<file path="config.mk">
export PLATFORM = sky130hd
export DESIGN_NAME = fp8_e4m3_float32_converter_unit
export DESIGN_NICKNAME = d
export VERILOG_FILES = /design/src/rtl/f8cv_pkg.sv /design/src/rtl/f8cv_stage.sv /design/src/rtl/f8cv_front.sv /design/src/rtl/fp8_e4m3_float32_converter_unit.sv
export SDC_FILE = /design/constraint.sdc
export NUM_CORES = 1
export LEC_CHECK = 0
export BUFFER_PORTS_ARGS = -buffer_cell sky130_fd_sc_hd__buf_4
export CORE_MARGIN = 5
export CORE_UTILIZATION = 59
export DETAILED_ROUTE_END_ITERATION = 16
export PLACE_DENSITY = 0.86
export RECOVER_POWER = 50
export SLEW_MARGIN = 20
export SYNTH_ARGS = -nofsm -noshare
export SYNTH_HDL_FRONTEND = slang
export SYNTH_SLANG_ARGS = --single-unit
</file>
<file path="constraint.sdc">
create_clock -name clk -period 7 [get_ports clk]
set_clock_uncertainty 0.15 [all_clocks]
set_input_delay 1.4 -clock clk [delete_from_list [all_inputs] [get_ports clk]]
set_output_delay 1.4 -clock clk [all_outputs]
set_load 0.03 [all_outputs]
</file>
<file path="src/rtl/f8cv_pkg.sv">
// ----------------------------------------------------------------------------
// f8cv_pkg
// shared types and constants for the e4m3 / float32 converter
// ----------------------------------------------------------------------------
package f8cv_pkg;

	localparam int unsigned WordWidth = 32;

	typedef enum logic {
		OP_ENCODE = 1'b0,
		OP_DECODE = 1'b1
	} op_t;

	// classification of an encode word after the first stage
	typedef enum logic [2:0] {
		CL_ZERO,
		CL_NAN,
		CL_SAT,
		CL_SUB,
		CL_NORM
	} cls_t;

	// stage 1 -> stage 2 payload
	typedef struct packed {
		op_t         op;
		logic        sign;
		cls_t        cls;
		logic [3:0]  ne;      // normal exponent, or subnormal shift 1..4
		logic [23:0] full;    // mantissa with implicit one
		logic [7:0]  byte_in; // decode byte
	} s1_t;

	// stage 2 -> stage 3 payload
	typedef struct packed {
		op_t         op;
		logic        sign;
		cls_t        cls;
		logic [6:0]  packed_code; // exp and kept bits before rounding
		logic        rnd_up;
		logic [7:0]  byte_in;
	} s2_t;

	localparam logic [6:0] CodeNan = 7'h7F;
	localparam logic [6:0] CodeMax = 7'h7E;

endpackage

</file>
<file path="src/rtl/f8cv_stage.sv">
// ----------------------------------------------------------------------------
// f8cv_stage
// one pipeline register stage with valid and stall
// ----------------------------------------------------------------------------
module f8cv_stage #(
	parameter int unsigned Width = 8
) (
	input  logic             clk,
	input  logic             arst_n,
	input  logic             in_valid,
	output logic             in_stall,
	input  logic [Width-1:0] in_data,
	output logic             out_valid,
	input  logic             out_stall,
	output logic [Width-1:0] out_data
);
	logic valid_q;
	logic [Width-1:0] data_q;

	// stage accepts whenever empty or draining
	assign in_stall  = valid_q & out_stall;
	assign out_valid = valid_q;
	assign out_data  = data_q;

	always_ff @(posedge clk or negedge arst_n) begin
		if (!arst_n) begin
			valid_q <= 1'b0;
		end else if (!in_stall) begin
			valid_q <= in_valid;
		end
	end

	always_ff @(posedge clk) begin
		if (!in_stall && in_valid) begin
			data_q <= in_data;
		end
	end
endmodule

</file>
<file path="src/rtl/f8cv_front.sv">
// ----------------------------------------------------------------------------
// f8cv_front
// combinational logic of the three stages
// ----------------------------------------------------------------------------
module f8cv_front (
	input  logic                 op,
	input  logic [31:0]          value,
	output f8cv_pkg::s1_t        s1,
	input  f8cv_pkg::s1_t        s1_in,
	output f8cv_pkg::s2_t        s2,
	input  f8cv_pkg::s2_t        s2_in,
	output logic [31:0]          res
);
	// stage 1: classify
	logic [7:0] e;
	logic [9:0] ne;
	always_comb begin
		e  = value[30:23];
		ne = {2'b00, e} - 10'd120;
		s1 = '0;
		s1.op      = f8cv_pkg::op_t'(op);
		s1.sign    = value[31];
		s1.full    = {1'b1, value[22:0]};
		s1.byte_in = value[7:0];
		if (e == 8'hFF) s1.cls = f8cv_pkg::CL_NAN;
		else if (e == 8'h00) s1.cls = f8cv_pkg::CL_ZERO;
		else if (!ne[9] && ne > 10'd15) s1.cls = f8cv_pkg::CL_SAT;
		else if (!ne[9] && ne != 10'd0) begin
			s1.cls = f8cv_pkg::CL_NORM;
			s1.ne  = ne[3:0];
		end else if (ne == 10'd0 || ne >= 10'h3FD) begin
			s1.cls = f8cv_pkg::CL_SUB;
			s1.ne  = 4'(10'd1 - ne);
		end else s1.cls = f8cv_pkg::CL_ZERO;
	end

	// stage 2: align and decide rounding
	logic [23:0] m;
	logic        sticky;
	logic [19:0] rem;
	always_comb begin
		m = s1_in.full >> s1_in.ne[2:0];
		sticky = 1'b0;
		unique case (s1_in.ne[2:0])
			3'd1: sticky = s1_in.full[0];
			3'd2: sticky = |s1_in.full[1:0];
			3'd3: sticky = |s1_in.full[2:0];
			3'd4: sticky = |s1_in.full[3:0];
			default: sticky = 1'b0;
		endcase
		s2 = '0;
		s2.op      = s1_in.op;
		s2.sign    = s1_in.sign;
		s2.cls     = s1_in.cls;
		s2.byte_in = s1_in.byte_in;
		if (s1_in.cls == f8cv_pkg::CL_SUB) begin
			rem = m[19:0];
			s2.packed_code = {4'd0, m[22:20]};
			s2.rnd_up = rem[19] & ((|rem[18:0]) | sticky | m[20]);
		end else begin
			rem = s1_in.full[19:0];
			s2.packed_code = {s1_in.ne, s1_in.full[22:20]};
			s2.rnd_up = rem[19] & ((|rem[18:0]) | s1_in.full[20]);
		end
	end

	// stage 3: round, saturate, decode
	logic [7:0] pk;
	logic [6:0] code;
	logic [3:0] de;
	logic [2:0] dm, fm3;
	logic [7:0] fe;
	always_comb begin
		pk = {1'b0, s2_in.packed_code} + {7'd0, s2_in.rnd_up};
		unique case (s2_in.cls)
			f8cv_pkg::CL_NAN:  code = f8cv_pkg::CodeNan;
			f8cv_pkg::CL_SAT:  code = f8cv_pkg::CodeMax;
			f8cv_pkg::CL_ZERO: code = 7'd0;
			f8cv_pkg::CL_SUB:  code = pk[6:0];
			default: code = (pk[7] || pk[6:0] == f8cv_pkg::CodeNan) ? f8cv_pkg::CodeMax
				: pk[6:0];
		endcase
		de = s2_in.byte_in[6:3];
		dm = s2_in.byte_in[2:0];
		fm3 = 3'd0;
		fe  = 8'd0;
		if (de == 4'd0) begin
			priority if (dm[2]) begin
				fe = 8'd120; fm3 = {dm[1:0], 1'b0};
			end else if (dm[1]) begin
				fe = 8'd119; fm3 = {dm[0], 2'b00};
			end else if (dm[0]) begin
				fe = 8'd118; fm3 = 3'd0;
			end else begin
				fe = 8'd0; fm3 = 3'd0;
			end
		end else if (de == 4'hF && dm == 3'h7) begin
			fe = 8'hFF; fm3 = 3'h7;
		end else begin
			fe = {4'd0, de} + 8'd120; fm3 = dm;
		end
		if (s2_in.op == f8cv_pkg::OP_DECODE)
			res = {s2_in.byte_in[7], fe, fm3, 20'd0};
		else
			res = {24'd0, s2_in.sign, code};
	end
endmodule

</file>
<file path="src/rtl/fp8_e4m3_float32_converter_unit.sv">
// ----------------------------------------------------------------------------
// fp8_e4m3_float32_converter_unit
// fp8 e4m3 <-> float32 converter, three-stage pipeline
// ----------------------------------------------------------------------------
// usage
//   input channel: valid, stall, operation, value (one word per conversion)
//   operation low encodes a float32 word to e4m3 (byte in result[7:0]),
//   operation high decodes value[7:0] as e4m3 to float32
//   output channel: out_valid, out_stall, result
// timing
//   throughput one word per cycle while the receiver does not stall; each stage register holds one word
//   stage 1 classifies, stage 2 aligns and finds the rounding bit,
//   stage 3 rounds, saturates and builds the decoded word
// reset
//   arst_n clears all valid bits; the pipeline comes up empty
// stall
//   a stall from the receiver holds the last stage; earlier stages keep
//   filling until full, then stall propagates back to the sender
// ----------------------------------------------------------------------------
module fp8_e4m3_float32_converter_unit (
	input  logic        clk,
	input  logic        arst_n,
	input  logic        valid,
	output logic        stall,
	input  logic        operation,
	input  logic [31:0] value,
	output logic        out_valid,
	input  logic        out_stall,
	output logic [31:0] result
);
	localparam int unsigned S1W = $bits(f8cv_pkg::s1_t);
	localparam int unsigned S2W = $bits(f8cv_pkg::s2_t);

	f8cv_pkg::s1_t s1_d, s1_q;
	f8cv_pkg::s2_t s2_d, s2_q;
	logic [31:0]   res_d;
	logic          v1, v2, st1, st2;
	logic [S1W-1:0] s1_bits;
	logic [S2W-1:0] s2_bits;

	// shared combinational datapath of all stages
	f8cv_front u_front (
		.op(operation), .value(value), .s1(s1_d), .s1_in(s1_q),
		.s2(s2_d), .s2_in(s2_q), .res(res_d)
	);

	// stage 1 register
	f8cv_stage #(.Width(S1W)) u_s1 (
		.clk(clk), .arst_n(arst_n), .in_valid(valid), .in_stall(stall),
		.in_data(s1_d), .out_valid(v1), .out_stall(st1), .out_data(s1_bits)
	);
	assign s1_q = f8cv_pkg::s1_t'(s1_bits);

	// stage 2 register
	f8cv_stage #(.Width(S2W)) u_s2 (
		.clk(clk), .arst_n(arst_n), .in_valid(v1), .in_stall(st1),
		.in_data(s2_d), .out_valid(v2), .out_stall(st2), .out_data(s2_bits)
	);
	assign s2_q = f8cv_pkg::s2_t'(s2_bits);

	// stage 3 output register
	f8cv_stage #(.Width(32)) u_s3 (
		.clk(clk), .arst_n(arst_n), .in_valid(v2), .in_stall(st2),
		.in_data(res_d), .out_valid(out_valid), .out_stall(out_stall),
		.out_data(result)
	);
endmodule

</file>
==> summary.md <==
The worst min-delay path class is flip-flop to flip-flop. In the routed design, unresolved DRC markers number 0. Relative to the synthesized area, the layout overhead comes to 17.1%. Counting along the longest clock path gives a buffer depth of 2. Initial antenna violation count: 0. The via count of the first global-routing pass is 2,155, and the number of nets in the finished design is 382. Along the worst hold path, the cell count comes to 0. Transition time at the pin with the least slew margin: 0.865 ns.

The max-capacitance violation count was 0; the number of antenna diodes was 0. After clock tree synthesis, the clock-pin slew on the worst setup and hold paths is 0.08 ns. The final design area excluding fillers is 0.00409 mm², and the total number of H-tree levels is 3. Entering global routing, the biggest net connects 33 pins. Counting flops with an async set or reset pin after synthesis yields a share of 4.05%. After detailed routing, the average wire length per cell comes to 13.2 µm.

For this run, the leading register cell type out of synthesis is sky130_fd_sc_hd__edfxtp_1. The tools report the post-synthesis instance total as 283. The tools report the placer's final routability congestion estimate as 0.863. Type of the setup path with the least slack: primary input to output port. The clock drives 74 sinks. The count of cells along the worst register-to-register path works out to 7. Along the worst path, the maximum fanout reaches 4. For this run the aggregate overflow at the end of global routing stands at 0. In the routed layout, each cell is associated on average with a via count of 5.52.

The worst setup path is launched from a primary input. For this design the ratio of total power to cell area is 246 mW/mm². For this run, the total global-route usage over all layers was measured as 15.8%. Capturing element type of the critical path: an output port. Setup violations remaining at the end of the flow were counted as 0.

For this run, the register share of the synthesized area comes to 63.2%. The tools report the hold violation total from the final report as 0. TritonCTS built the clock tree. The die span in y is 86.9 µm, and the number of distinct library cells after synthesis is 54. The completed layout was analyzed and its total power is 1.00 mW. For the worst setup path, the data arrival time is 1.91 ns. Measured against its own limit, the worst slew margin works out to 42.3%.

The die outline width is 86.9 µm. The area of the core region is 0.00585 mm², and the post-route minimum period is 3.46 ns. Counting flops with a built-in enable in the synthesized netlist gives 71. The tools report the final sum of negative setup slack as 0 ns.

Insertion delay to the later sink of the worst-skew pair: 0.34 ns. Summed over all cells, the static leakage comes to 1.56 nW. Wires add up to 5.57 mm. The highest achievable clock rate came out at 289 MHz. The highest ir drop seen on vdd came out at 0.155 mV. The initial utilization of the core area, before any placement, comes to 59.7%. Data on the critical path is required at its endpoint by 5.45 ns. The area of the mapped netlist is 0.00349 mm², and the ratio of final minimum period to clock period is 49.5%.

The number of synthesized register bits is 74, and the hold buffer count at cts is 0. The clock buffer count from CTS is 9, and the number of pins exceeding their max-slew limit in the final report is 0. The tightest hold path in the finished design has a slack of 0.280 ns.

The count of input and output buffers was 58; the residual antenna-violating net count after detailed routing was 0. The floorplan step defined a die boundary enclosing 0.00756 mm². Setup repair after global routing left no endpoint under its margin. The first global-routing pass estimated 9.38 mm of wire. Via count: 2,325. For the count of buffers added by post-CTS timing repair for setup, the log shows 0. The logs give 0.00393 mm² for the placed standard-cell area and 5 for the total iterations of the first detailed-routing run. The tools report the post-cts repair resize count as 0. During I/O placement, the number of pins put on the boundary was 71. After floorplanning, the core was divided into 28 placement rows. The flow ran to the end, and the final reports show no timing, DRC or antenna violations. Summed over all nets, the half-perimeter wirelength after detailed placement is 4.07 mm.

For the post-placement setup slack, the log shows 3.60 ns. Setup slack closes at 3.54 ns. The synthesized area per cell was 12.3 µm²; the count of routing violations after the opening detailed-route iteration was 88. Of the cells placed in the final design, the portion with a size suffix greater than 1 is 22.5%. For this run, the number of Yosys warnings is 0. The tree is rooted in a sky130_fd_sc_hd__clkbuf_8.
## state kept, by name, indices dropped and copies added (netlist names)
| register | flops |
|---|---|
| u_s2.out_data | 21 |
| u_s2.out_valid | 1 |
| u_s3.out_data | 18 |
| u_s1.out_valid | 1 |
| u_s1.out_data | 32 |
| u_s3.out_valid | 1 |
## power breakdown
group | leakage [nW] | internal (mW) | switching [mW]
combinational | 0.739 | 0.0594 | 0.0913
clock | 0.0939 | 0.131 | 0.160
sequential | 0.727 | 0.536 | 0.0274
total | 1.56 | 0.727 | 0.278
## metrics by stage
stage / cells / util (%)
2_1_floorplan: 294 / -
3_5_place_dp: 405 / 67.2
6_report: 421 / 69.9
5_1_grt: 421 / 69.9
4_1_cts: 421 / 70.3
3_3_place_gp: 405 / 67.2
## layout by cell type (no fill, tap or decap), types with 5 or more instances in the layout
cell type	n
sky130_fd_sc_hd__a21oi_1	13
sky130_fd_sc_hd__clkbuf_4	25
sky130_fd_sc_hd__nand2b_1	5
sky130_fd_sc_hd__nand2_1	14
sky130_fd_sc_hd__clkbuf_8	9
sky130_fd_sc_hd__conb_1	12
sky130_fd_sc_hd__o21a_1	5
sky130_fd_sc_hd__edfxtp_1	71
sky130_fd_sc_hd__nand4_1	7
sky130_fd_sc_hd__nand3b_1	5
sky130_fd_sc_hd__inv_1	8
sky130_fd_sc_hd__and2_0	8
sky130_fd_sc_hd__nor2_1	22
sky130_fd_sc_hd__nand3_1	8
sky130_fd_sc_hd__o21ai_0	11
sky130_fd_sc_hd__nor3_1	8
sky130_fd_sc_hd__buf_4	32
## worst paths after layout
| path | start | to | slack (ns) |
|---|---|---|---|
| worst min register to register | u_s1.out_data[39] | u_s2.out_data[19] | 0.28 |
| max in group asynchronous | arst_n | u_s2.out_valid | 5.83 |
| worst max-delay path | out_stall | stall | 3.54 |
| worst min-delay path | u_s1.out_data[39] | u_s2.out_data[19] | 0.28 |
| worst max register to register | u_s2.out_data[8] | u_s3.out_data[0] | 4.84 |
| min in group asynchronous | arst_n | u_s1.out_valid | 0.71 |
## worst max-delay path: stages
cell and delay (ns):
sky130_fd_sc_hd__clkbuf_1 0.13, sky130_fd_sc_hd__nand4_1 0.15, sky130_fd_sc_hd__inv_1 0.08, sky130_fd_sc_hd__buf_4 0.15
## Yosys cell counts (7+ instances only)
master / number / area, µm²
sky130_fd_sc_hd__a21oi_1: 13 / 65.1
sky130_fd_sc_hd__and2_1: 11 / 68.8
sky130_fd_sc_hd__nand3_1: 8 / 40.0
sky130_fd_sc_hd__nor2_1: 21 / 78.8
sky130_fd_sc_hd__nand4_1: 7 / 43.8
sky130_fd_sc_hd__nand2_1: 14 / 52.6
sky130_fd_sc_hd__buf_4: 14 / 105
sky130_fd_sc_hd__nor3_1: 8 / 40.0
sky130_fd_sc_hd__o21ai_0: 11 / 55.1
sky130_fd_sc_hd__edfxtp_1: 71 / 2130
sky130_fd_sc_hd__clkbuf_1: 7 / 26.3
sky130_fd_sc_hd__inv_1: 8 / 30.0
## per-layer routing
layer | vias up | track usage, % | share of wire (%)
met5 | - | 0 | 0
met4 | 0 | 7.93 | 2.2
met3 | 10 | 3.88 | 6.4
met2 | 72 | 25.5 | 49
met1 | 1082 | 19.9 | 42
li1 | 1161 | - | -
## logic make-up after synthesis
family	after synthesis	synth area share, %
xor+xnor	3	0.752
simple gates	107	17.2
fa+ha+maj	4	1.43
flops	74	63.2
compound gates	58	11.1
mux	4	1.15
buf+inv	32	5.05
other cells	1	0.107
## cell type report
type | instances | area, µm²
clock buffers | 9 | 124
clock inverters | 7 | 53.8
fillers | 410 | 1760
inverters | 8 | 30.0
multi-input cells | 188 | 1140
flip-flops and latches | 74 | 2210
well taps | 75 | 93.8
repair buffers | 60 | 439
No activity file was read; power rests on OpenSTA's default activity.
